$ cat src/sv/bvv_pkg.sv
// ----------------------------------------------------------------------------
// bvv_pkg
// Shared types and constants for the bounding volume block: the vertex and
// result structures and the bounds record passed from the front to the back.
// ----------------------------------------------------------------------------
package bvv_pkg;

    localparam int FIELD_W        = 32;
    localparam int COORD_BITS_DEF = 32;
    localparam int NUM_AXES       = 3;
    localparam int QUEUE_DEPTH    = 2;

    typedef logic signed [FIELD_W-1:0] coord_t;

    typedef struct packed {
        logic signed [FIELD_W-1:0] vertex_x;
        logic signed [FIELD_W-1:0] vertex_y;
        logic signed [FIELD_W-1:0] vertex_z;
        logic                      last_vertex;
    } vertex_t;

    typedef struct packed {
        logic signed [FIELD_W-1:0] box_min_x;
        logic signed [FIELD_W-1:0] box_min_y;
        logic signed [FIELD_W-1:0] box_min_z;
        logic signed [FIELD_W-1:0] box_max_x;
        logic signed [FIELD_W-1:0] box_max_y;
        logic signed [FIELD_W-1:0] box_max_z;
        logic signed [FIELD_W-1:0] center_x;
        logic signed [FIELD_W-1:0] center_y;
        logic signed [FIELD_W-1:0] center_z;
        logic        [FIELD_W-1:0] sphere_radius;
    } result_t;

    // Final bounds of one model, sign-extended to the field width.
    typedef struct packed {
        coord_t [NUM_AXES-1:0] lo;
        coord_t [NUM_AXES-1:0] hi;
    } bounds_t;

endpackage

$ cat src/sv/bvv_front.sv
// ----------------------------------------------------------------------------
// bvv_front
// Accepts vertices, folds them into the running per-axis bounds and pushes
// the finished bounds of a model into the queue on the last vertex.
// ----------------------------------------------------------------------------
module bvv_front #(
    parameter int COORD_BITS = bvv_pkg::COORD_BITS_DEF
) (
    input  logic             clk,
    input  logic             rst_n,
    input  logic             vertex_valid,
    output logic             vertex_stall,
    input  bvv_pkg::vertex_t vertex,
    input  logic             queue_full,
    output logic             push,
    output bvv_pkg::bounds_t push_data
);
    import bvv_pkg::*;

    localparam logic signed [COORD_BITS-1:0] C_MAX = {1'b0, {(COORD_BITS-1){1'b1}}};
    localparam logic signed [COORD_BITS-1:0] C_MIN = {1'b1, {(COORD_BITS-1){1'b0}}};

    logic signed [COORD_BITS-1:0] min_reg [NUM_AXES];
    logic signed [COORD_BITS-1:0] max_reg [NUM_AXES];
    logic signed [COORD_BITS-1:0] min_next[NUM_AXES];
    logic signed [COORD_BITS-1:0] max_next[NUM_AXES];
    logic signed [COORD_BITS-1:0] coord   [NUM_AXES];
    logic signed [COORD_BITS-1:0] new_min [NUM_AXES];
    logic signed [COORD_BITS-1:0] new_max [NUM_AXES];
    logic                         accept;

    // Only the last vertex of a model needs queue space, but stalling on a
    // full queue keeps the stall free of the payload.
    assign vertex_stall = queue_full;
    assign accept       = vertex_valid && !vertex_stall;
    assign push         = accept && vertex.last_vertex;

    always_comb
    begin
        coord[0] = vertex.vertex_x[COORD_BITS-1:0];
        coord[1] = vertex.vertex_y[COORD_BITS-1:0];
        coord[2] = vertex.vertex_z[COORD_BITS-1:0];
        for (int a = 0; a < NUM_AXES; a++)
        begin
            new_min[a] = (coord[a] < min_reg[a]) ? coord[a] : min_reg[a];
            new_max[a] = (coord[a] > max_reg[a]) ? coord[a] : max_reg[a];
            push_data.lo[a] = FIELD_W'(new_min[a]);
            push_data.hi[a] = FIELD_W'(new_max[a]);
            min_next[a] = min_reg[a];
            max_next[a] = max_reg[a];
            if (accept)
            begin
                min_next[a] = vertex.last_vertex ? C_MAX : new_min[a];
                max_next[a] = vertex.last_vertex ? C_MIN : new_max[a];
            end
        end
    end

    always_ff @(posedge clk or negedge rst_n)
    begin
        if (!rst_n)
        begin
            for (int a = 0; a < NUM_AXES; a++)
            begin
                min_reg[a] <= C_MAX;
                max_reg[a] <= C_MIN;
            end
        end
        else
        begin
            for (int a = 0; a < NUM_AXES; a++)
            begin
                min_reg[a] <= min_next[a];
                max_reg[a] <= max_next[a];
            end
        end
    end

endmodule

$ cat src/sv/bvv_queue.sv
// ----------------------------------------------------------------------------
// bvv_queue
// Short first-in first-out queue of finished model bounds between the
// front and the back.
// ----------------------------------------------------------------------------
module bvv_queue (
    input  logic             clk,
    input  logic             rst_n,
    input  logic             push,
    input  bvv_pkg::bounds_t push_data,
    input  logic             pop,
    output bvv_pkg::bounds_t pop_data,
    output logic             full,
    output logic             empty
);
    import bvv_pkg::*;

    localparam int PTR_W = (QUEUE_DEPTH > 1) ? $clog2(QUEUE_DEPTH) : 1;
    localparam int CNT_W = $clog2(QUEUE_DEPTH + 1);
    localparam logic [PTR_W-1:0] LAST_PTR = PTR_W'(QUEUE_DEPTH - 1);
    localparam logic [CNT_W-1:0] DEPTH_CNT = CNT_W'(QUEUE_DEPTH);

    bounds_t          entry_reg [QUEUE_DEPTH];
    logic [PTR_W-1:0] wr_ptr_reg, wr_ptr_next;
    logic [PTR_W-1:0] rd_ptr_reg, rd_ptr_next;
    logic [CNT_W-1:0] count_reg, count_next;

    assign full     = (count_reg == DEPTH_CNT);
    assign empty    = (count_reg == '0);
    assign pop_data = entry_reg[rd_ptr_reg];

    always_comb
    begin
        wr_ptr_next = wr_ptr_reg;
        rd_ptr_next = rd_ptr_reg;
        count_next  = count_reg;
        if (push)
        begin
            wr_ptr_next = (wr_ptr_reg == LAST_PTR) ? '0 : wr_ptr_reg + 1'b1;
        end
        if (pop)
        begin
            rd_ptr_next = (rd_ptr_reg == LAST_PTR) ? '0 : rd_ptr_reg + 1'b1;
        end
        if (push && !pop)
        begin
            count_next = count_reg + 1'b1;
        end
        else if (pop && !push)
        begin
            count_next = count_reg - 1'b1;
        end
    end

    always_ff @(posedge clk or negedge rst_n)
    begin
        if (!rst_n)
        begin
            wr_ptr_reg <= '0;
            rd_ptr_reg <= '0;
            count_reg  <= '0;
        end
        else
        begin
            wr_ptr_reg <= wr_ptr_next;
            rd_ptr_reg <= rd_ptr_next;
            count_reg  <= count_next;
        end
    end

    always_ff @(posedge clk)
    begin
        if (push)
        begin
            entry_reg[wr_ptr_reg] <= push_data;
        end
    end

endmodule

$ cat src/sv/bvv_back.sv
// ----------------------------------------------------------------------------
// bvv_back
// Takes one model's bounds from the queue, squares and sums the half
// extents, runs a bit-per-cycle square root and holds the result until
// the receiver takes it.
// ----------------------------------------------------------------------------
module bvv_back #(
    parameter int COORD_BITS = bvv_pkg::COORD_BITS_DEF
) (
    input  logic             clk,
    input  logic             rst_n,
    input  logic             queue_empty,
    input  bvv_pkg::bounds_t pop_data,
    output logic             pop,
    output logic             result_valid,
    input  logic             result_stall,
    output bvv_pkg::result_t result
);
    import bvv_pkg::*;

    localparam int HALF_W = COORD_BITS - 1;
    localparam int SQ_W   = 2 * HALF_W;
    localparam int SUM_W  = 2 * COORD_BITS;
    localparam int ITER_W = $clog2(COORD_BITS);
    localparam int STEP_W = $clog2(NUM_AXES + 1);
    localparam logic [ITER_W-1:0] LAST_ITER = ITER_W'(COORD_BITS - 1);
    localparam logic [STEP_W-1:0] LAST_STEP = STEP_W'(NUM_AXES);
    localparam logic [SUM_W-1:0]  BIT_INIT  = {2'b01, {(SUM_W-2){1'b0}}};

    typedef enum logic [1:0] {
        ST_IDLE,
        ST_SQUARE,
        ST_ROOT,
        ST_HOLD
    } state_t;

    state_t state_reg;
    logic   valid_reg;

    logic signed [COORD_BITS-1:0] lo_reg   [NUM_AXES];
    logic signed [COORD_BITS-1:0] hi_reg   [NUM_AXES];
    logic        [HALF_W-1:0]     half_reg [NUM_AXES];
    logic        [STEP_W-1:0]     step_reg;
    logic        [ITER_W-1:0]     iter_reg;
    logic        [SQ_W-1:0]       prod_reg;
    logic        [SUM_W-1:0]      acc_reg;
    logic        [SUM_W-1:0]      rem_reg;
    logic        [SUM_W-1:0]      root_reg;
    logic        [SUM_W-1:0]      bit_reg;
    result_t                      result_reg;

    logic signed [COORD_BITS-1:0] lo_in    [NUM_AXES];
    logic signed [COORD_BITS-1:0] hi_in    [NUM_AXES];
    logic        [COORD_BITS:0]   diff_in  [NUM_AXES];
    logic        [COORD_BITS:0]   ctr_wide [NUM_AXES];
    logic signed [COORD_BITS-1:0] center   [NUM_AXES];
    logic        [HALF_W-1:0]     half_sel;
    logic        [SQ_W-1:0]       prod;
    logic        [SUM_W-1:0]      acc_sum;
    logic        [SUM_W:0]        trial;
    logic                         take;
    logic        [SUM_W-1:0]      root_next;
    logic        [SUM_W-1:0]      rem_next;

    assign pop          = (state_reg == ST_IDLE) && !queue_empty;
    assign result_valid = valid_reg;
    assign result       = result_reg;

    always_comb
    begin
        for (int a = 0; a < NUM_AXES; a++)
        begin
            lo_in[a]   = pop_data.lo[a][COORD_BITS-1:0];
            hi_in[a]   = pop_data.hi[a][COORD_BITS-1:0];
            diff_in[a] = {hi_in[a][COORD_BITS-1], hi_in[a]}
                       - {lo_in[a][COORD_BITS-1], lo_in[a]};
            // The center lies between min and max, so it fits the coordinate width.
            ctr_wide[a] = {hi_reg[a][COORD_BITS-1], hi_reg[a]} - {2'b00, half_reg[a]};
            center[a]   = ctr_wide[a][COORD_BITS-1:0];
        end
        half_sel  = (step_reg < LAST_STEP) ? half_reg[step_reg[STEP_W-1:0]] : '0;
        prod      = half_sel * half_sel;
        acc_sum   = acc_reg + SUM_W'(prod_reg);
        trial     = {1'b0, root_reg} + {1'b0, bit_reg};
        take      = ({1'b0, rem_reg} >= trial);
        root_next = take ? ((root_reg >> 1) + bit_reg) : (root_reg >> 1);
        rem_next  = take ? (rem_reg - trial[SUM_W-1:0]) : rem_reg;
    end

    always_ff @(posedge clk or negedge rst_n)
    begin
        if (!rst_n)
        begin
            state_reg <= ST_IDLE;
            valid_reg <= 1'b0;
        end
        else
        begin
            unique case (state_reg)
                ST_IDLE:
                begin
                    if (!queue_empty)
                    begin
                        state_reg <= ST_SQUARE;
                    end
                end
                ST_SQUARE:
                begin
                    if (step_reg == LAST_STEP)
                    begin
                        state_reg <= ST_ROOT;
                    end
                end
                ST_ROOT:
                begin
                    if (iter_reg == LAST_ITER)
                    begin
                        state_reg <= ST_HOLD;
                        valid_reg <= 1'b1;
                    end
                end
                ST_HOLD:
                begin
                    if (!result_stall)
                    begin
                        state_reg <= ST_IDLE;
                        valid_reg <= 1'b0;
                    end
                end
                default:
                begin
                    state_reg <= ST_IDLE;
                    valid_reg <= 1'b0;
                end
            endcase
        end
    end

    always_ff @(posedge clk)
    begin
        if (pop)
        begin
            for (int a = 0; a < NUM_AXES; a++)
            begin
                lo_reg[a]   <= lo_in[a];
                hi_reg[a]   <= hi_in[a];
                half_reg[a] <= diff_in[a][COORD_BITS-1:1];
            end
            step_reg <= '0;
            acc_reg  <= '0;
        end
        if (state_reg == ST_SQUARE)
        begin
            // One product per cycle; the product is registered and summed in the next cycle.
            prod_reg <= prod;
            step_reg <= step_reg + 1'b1;
            if (step_reg != '0)
            begin
                acc_reg <= acc_sum;
            end
            if (step_reg == LAST_STEP)
            begin
                rem_reg  <= acc_sum;
                root_reg <= '0;
                bit_reg  <= BIT_INIT;
                iter_reg <= '0;
            end
        end
        if (state_reg == ST_ROOT)
        begin
            rem_reg  <= rem_next;
            root_reg <= root_next;
            bit_reg  <= bit_reg >> 2;
            iter_reg <= iter_reg + 1'b1;
            if (iter_reg == LAST_ITER)
            begin
                result_reg.box_min_x     <= FIELD_W'(lo_reg[0]);
                result_reg.box_min_y     <= FIELD_W'(lo_reg[1]);
                result_reg.box_min_z     <= FIELD_W'(lo_reg[2]);
                result_reg.box_max_x     <= FIELD_W'(hi_reg[0]);
                result_reg.box_max_y     <= FIELD_W'(hi_reg[1]);
                result_reg.box_max_z     <= FIELD_W'(hi_reg[2]);
                result_reg.center_x      <= FIELD_W'(center[0]);
                result_reg.center_y      <= FIELD_W'(center[1]);
                result_reg.center_z      <= FIELD_W'(center[2]);
                result_reg.sphere_radius <= FIELD_W'(root_next[COORD_BITS-1:0]);
            end
        end
    end

endmodule

$ cat src/sv/bounding_volume_from_vertices.sv
// ----------------------------------------------------------------------------
// bounding_volume_from_vertices
// Axis-aligned bounding box and bounding sphere of a vertex stream.
// ----------------------------------------------------------------------------
// Usage. Vertices arrive on the vertex channel (vertex_valid, vertex_stall,
// vertex), one request per model vertex, with last_vertex marking the final
// vertex of a model. Coordinates are signed Q16.16; only the low COORD_BITS
// bits are used. For each model one request leaves on the result channel
// (result_valid, result_stall, result) carrying the box minimum and maximum,
// the box center and the floored bounding sphere radius.
//
// Throughput. The front folds one vertex per cycle into the running bounds
// while the queue is not full. The back handles one model at a time: it
// takes the bounds from the queue, forms the three squares and their sum,
// and runs the bit-per-cycle square root loop, which sets the pace of the
// back. The two-entry queue holds finished models, so vertices keep flowing
// while the back works; vertex_stall rises only when both entries are taken,
// which happens when models end faster than the back finishes them or while
// result_stall holds a result.
//
// Reset clears the running bounds, the queue and the result channel. While
// the receiver stalls, the result request is held unchanged.
// ----------------------------------------------------------------------------
module bounding_volume_from_vertices #(
    parameter int COORD_BITS = bvv_pkg::COORD_BITS_DEF
) (
    input  logic             clk,
    input  logic             rst_n,
    input  logic             vertex_valid,
    output logic             vertex_stall,
    input  bvv_pkg::vertex_t vertex,
    output logic             result_valid,
    input  logic             result_stall,
    output bvv_pkg::result_t result
);
    import bvv_pkg::*;

    // Bounds of finished models travel from the front through the queue.
    logic    push;
    bounds_t push_data;
    logic    pop;
    bounds_t pop_data;
    logic    queue_full;
    logic    queue_empty;

    bvv_front #(
        .COORD_BITS (COORD_BITS)
    ) u_front (
        .clk          (clk),
        .rst_n        (rst_n),
        .vertex_valid (vertex_valid),
        .vertex_stall (vertex_stall),
        .vertex       (vertex),
        .queue_full   (queue_full),
        .push         (push),
        .push_data    (push_data)
    );

    bvv_queue u_queue (
        .clk       (clk),
        .rst_n     (rst_n),
        .push      (push),
        .push_data (push_data),
        .pop       (pop),
        .pop_data  (pop_data),
        .full      (queue_full),
        .empty     (queue_empty)
    );

    bvv_back #(
        .COORD_BITS (COORD_BITS)
    ) u_back (
        .clk          (clk),
        .rst_n        (rst_n),
        .queue_empty  (queue_empty),
        .pop_data     (pop_data),
        .pop          (pop),
        .result_valid (result_valid),
        .result_stall (result_stall),
        .result       (result)
    );

    // A finished model is never pushed into a full queue.
    a_queue_no_overflow: assert property (
        @(posedge clk) disable iff (!rst_n)
        push |-> !queue_full
    ) else $error("bounds pushed into a full queue");

    // The back never takes bounds from an empty queue.
    a_queue_no_underflow: assert property (
        @(posedge clk) disable iff (!rst_n)
        pop |-> !queue_empty
    ) else $error("bounds taken from an empty queue");

    // A delivered box is ordered on every axis.
    a_box_ordered: assert property (
        @(posedge clk) disable iff (!rst_n)
        result_valid |-> ($signed(result.box_min_x) <= $signed(result.box_max_x)) &&
                         ($signed(result.box_min_y) <= $signed(result.box_max_y)) &&
                         ($signed(result.box_min_z) <= $signed(result.box_max_z))
    ) else $error("box minimum above box maximum");

    // The center lies inside the box on every axis.
    a_center_in_box: assert property (
        @(posedge clk) disable iff (!rst_n)
        result_valid |-> ($signed(result.center_x) >= $signed(result.box_min_x)) &&
                         ($signed(result.center_x) <= $signed(result.box_max_x)) &&
                         ($signed(result.center_y) >= $signed(result.box_min_y)) &&
                         ($signed(result.center_y) <= $signed(result.box_max_y)) &&
                         ($signed(result.center_z) >= $signed(result.box_min_z)) &&
                         ($signed(result.center_z) <= $signed(result.box_max_z))
    ) else $error("center outside the box");

endmodule

$ cat config.mk
export PLATFORM = sky130hd
export DESIGN_NAME = bounding_volume_from_vertices
export DESIGN_NICKNAME = d
export VERILOG_FILES = /design/src/sv/bvv_pkg.sv /design/src/sv/bvv_front.sv /design/src/sv/bvv_queue.sv /design/src/sv/bvv_back.sv /design/src/sv/bounding_volume_from_vertices.sv
export SDC_FILE = /design/constraint.sdc
export NUM_CORES = 2
export LEC_CHECK = 0
export BUFFER_PORTS_ARGS = -buffer_cell sky130_fd_sc_hd__buf_2
export CORE_MARGIN = 3
export CORE_UTILIZATION = 45
export CTS_BUF_LIST = sky130_fd_sc_hd__clkbuf_4
export DETAILED_ROUTE_END_ITERATION = 12
export GPL_TIMING_DRIVEN = 0
export HOLD_SLACK_MARGIN = 0.15
export SETUP_SLACK_MARGIN = 0.5
export SKIP_CTS_REPAIR_TIMING = 1
export SYNTH_ARGS = -nofsm -noshare
export SYNTH_HDL_FRONTEND = slang
export SYNTH_SLANG_ARGS = --single-unit
$ cat constraint.sdc
create_clock -name clk -period 19.1 [get_ports clk]
set_input_delay 4.775 -clock clk [delete_from_list [all_inputs] [get_ports clk]]
set_output_delay 4.775 -clock clk [all_outputs]
set_load 0.1 [all_outputs]
==> impl_metrics.sql <==
INSERT INTO impl_metrics (metric_group, metric, value, unit) VALUES
('synth', 'syn_inst', '9792', ''),
('worst_setup_path', 'critical_path_class', 'reg -> reg', ''),
('worst_setup_path', 'critical_path.endpoint_type', 'flip-flop', ''),
('clock_tree', 'cts-root-to-sink-buffers', '4', ''),
('sta', 'setup_viol', '0', ''),
('clock_tree', 'tritoncts_num_sinks', '1482', ''),
('worst_setup_path', 'cp_num_buf_inv', '6', ''),
('synth', 'synth_area', '106000', 'um2'),
('sta', 'setup_ws', '6.41', 'ns'),
('place', 'io_buffer_count', '421', ''),
('floorplanning', 'die_w', '491', 'um'),
('route', 'drt.antenna.violating_nets', '0', ''),
('global_route', 'first_global_vias', '80242', ''),
('sta', 'slew_violations', '0', ''),
('status', 'status', 'completed', ''),
('synth', 'ys_dominant_reg_cell', 'edfxtp_1', ''),
('sta', 'worst_slew_pin_slew', '1.44', 'ns'),
('worst_setup_path', 'setup.reg_to_reg.worst_slack', '6.41', 'ns'),
('synth', 'count_of_flip_flops_with_a_built_in_enable_after_synthesis', '1216', ''),
('finish', 'final_common_cell', 'inv_1', ''),
('finish', 'nNetsFinal', '12345', ''),
('finish', 'largest_register_ffs', '384', ''),
('route', 'routed_via_density', '5.53', ''),
('finish', 'layout-drive-gt1-share', '0.133', ''),
('route', 'wl', '341000', 'um'),
('finish', 'area_growth', '11.3', '%'),
('floorplanning', 'dieArea', '241000', 'um2'),
('place', 'gp_congestion', '0.979', ''),
('sta', 'maxSlewHeadroom', '0.0386', ''),
('global_route', 'global_route_wire_length_before_repair', '505000', 'um'),
('worst_setup_path', 'critical-path-max-stage-delay', '0.99', 'ns'),
('synth', 'synth_seq_cells', '1482', ''),
('finish', 'commonest_cells_after_routing_fill_and_taps_aside', 'inv_1 (1441), edfxtp_1 (1216), ha_1 (830), nand2_1 (758), fa_1 (755)', ''),
('floorplanning', 'io_pins', '423', ''),
('sta', 'fin_crit_sh', '0.665', ''),
('sta', 'rsz0062_at_grt', 'no', ''),
('worst_setup_path', 'cp-start-kind', 'flip-flop', ''),
('clock_tree', 'tritoncts', 'built', ''),
('clock_tree', 'cts_max_level', '5', ''),
('clock_tree', 'cts.clk_slew.worst_paths', '0.07', 'ns'),
('sta', 'final.setup_skew', '0.181', 'ns'),
('place', 'post-place-cells', '13376', ''),
('clock_tree', 'clock_insertion_delay_worst_skew', '1.41', 'ns'),
('global_route', 'grt_antenna_before_repair', '50', ''),
('worst_setup_path', 'cp_top_family', 'adder cells', ''),
('floorplanning', 'start_util', '0.453', ''),
('floorplanning', 'die_height', '491', 'um'),
('floorplanning', 'cell_rows', '177', ''),
('worst_setup_path', 'worstPathArrival', '13.71', 'ns'),
('global_route', 'largest_net_degree_at_the_start_of_global_routing', '104', ''),
('finish', 'post_layout_nonfiller_instances', '14119', ''),
('sta', 'totalNegativeSetupSlack', '0', 'ns'),
('worst_setup_path', 'worstPathMaxFanout', '10', ''),
('sta', 'final-hold-violation-count', '0', ''),
('synth', 'seq_area_frac_synth', '0.406', ''),
('clock_tree', 'numCtsBuffers', '411', ''),
('synth', 'synth.avg_cell_area', '10.8', 'um2'),
('global_route', 'overflow', '0', ''),
('route', 'firstDrtPassIters', '6', ''),
('route', 'drt_iter0_markers', '5758', ''),
('floorplanning', 'floorplan.core_area', '233000', 'um2'),
('place', 'place_worst_setup_slack', '7.08', 'ns'),
('worst_setup_path', 'critical_path_required', '20.11', 'ns'),
('worst_setup_path', 'crit_slowest_cell', 'a211oi_1', ''),
('route', 'route.detailed.drc', '0', ''),
('sta', 'finalWorstPathRequiredPeriod', '12.69', 'ns'),
('worst_setup_path', 'path_common_cell', 'fa_1', ''),
('sta', 'fmax', '0.0788', 'GHz'),
('clock_tree', 'root_buffer', 'clkbuf_4', ''),
('worst_hold_path', 'hold_path.class', 'reg -> reg', ''),
('global_route', 'globalRouteTotalUtil', '0.280', ''),
('route', 'via_count', '78141', ''),
('job', 'maxCapViolCount', '0', ''),
('synth', 'post_synth_num_cell_types', '92', ''),
('synth', 'syn_nets', '11479', ''),
('synth', 'synth-warning-count', '0', ''),
('place', 'place_hpwl', '272000', 'um'),
('synth', 'async_reset_ff_frac', '0.134', ''),
('route', 'wire_per_inst', '24.2', 'um');
==> worst register-to-register path: cells and delay by family, from the launching register on <==
kind | cells | cell delay (ns)
adder cells (fa/ha/maj) | 9 | 4.60
AO/OA/AOI/OAI | 7 | 3.31
buffers and inverters | 6 | 2.57
AND/OR/NAND/NOR | 5 | 1.45
flip-flops | 1 | 0.31
XOR/XNOR | 1 | 0.10
==> metrics by stage <==
stage,util,hold WS (ns),cell area [um2]
detailed placement,0.483,0.405,113000
finish,0.505,0.359,118000
CTS,0.505,0.343,118000
global route,0.505,0.350,118000
global placement,0.479,0.403,112000
floorplan,-,0.400,106000
==> logic make-up after synthesis <==
logic type	Yosys count	share of synthesized area
AOI/OAI and AO/OA	1994	0.124
xor gates and xnor gates	470	0.0391
adders and majority gates	1586	0.241
buffers and inverters	1808	0.0643
DFF	1482	0.406
muxes	330	0.0338
and+or+nand+nor	2122	0.0919
==> cell usage after synthesis (all sizes together) (96+ instances only) <==
library cell  count  area share
xnor2           303       0.025
xor2            166       0.014
nand2           758       0.027
clkbuf          306       0.011
mux2            216       0.023
fa              755        0.14
dfrtp           103       0.024
a31oi            97      0.0057
a211oi          100      0.0071
a21oi           454       0.021
ha              831       0.098
edfxtp         1216        0.35
inv            1443       0.051
dfstp            96       0.024
nor2            599       0.021
nand4           136      0.0081
nand3           145      0.0069
mux2i           114       0.011
a21o            278       0.020
o21ai           468       0.022
and2            100      0.0059
==> per-layer routing <==
metal / vias to the layer above / part of all wire / track usage
li1: 35947 / - / -
met1: 38817 / 0.40 / 0.346
met2: 2653 / 0.47 / 0.456
met3: 686 / 0.075 / 0.0685
met4: 38 / 0.056 / 0.142
met5: - / 0.00074 / 0
==> path summary, 6_finish.rpt <==
path / from / end / cells past startpoint
setup / recovery: flip-flop / u_back.prod_reg[54]$_DFFE_PP_ / 28
hold / removal: u_back.lo_reg[0][84]$_DFFE_PP_ / result[244]$_DFFE_PP_ / 0
setup reg to reg: flip-flop / u_back.prod_reg[54]$_DFFE_PP_ / 28
hold reg to reg: u_back.lo_reg[0][84]$_DFFE_PP_ / result[244]$_DFFE_PP_ / 0
max in group asynchronous: rst_n / u_front.max_reg[32]$_DFFE_PN0P_ / 2
min in group asynchronous: rst_n / u_front.max_reg[4]$_DFFE_PN0P_ / 1
==> area by class of cell <==
| type | count | area [um2] |
|---|---|---|
| diodes | 23 | 57.6 |
| multi-input cells | 6502 | 56200 |
| inverters | 1452 | 5460 |
| flip-flops and latches | 1482 | 43000 |
| fillers | 21369 | 115000 |
| clock inverters | 127 | 582 |
| repair buffers | 453 | 2810 |
| plain buffers | 356 | 1350 |
| clock buffers | 592 | 4440 |
| well taps | 3132 | 3920 |
Power is left out: the tool's default activity adds up to more than one toggle a clock period on the data nets, which glitch-free logic cannot reach.
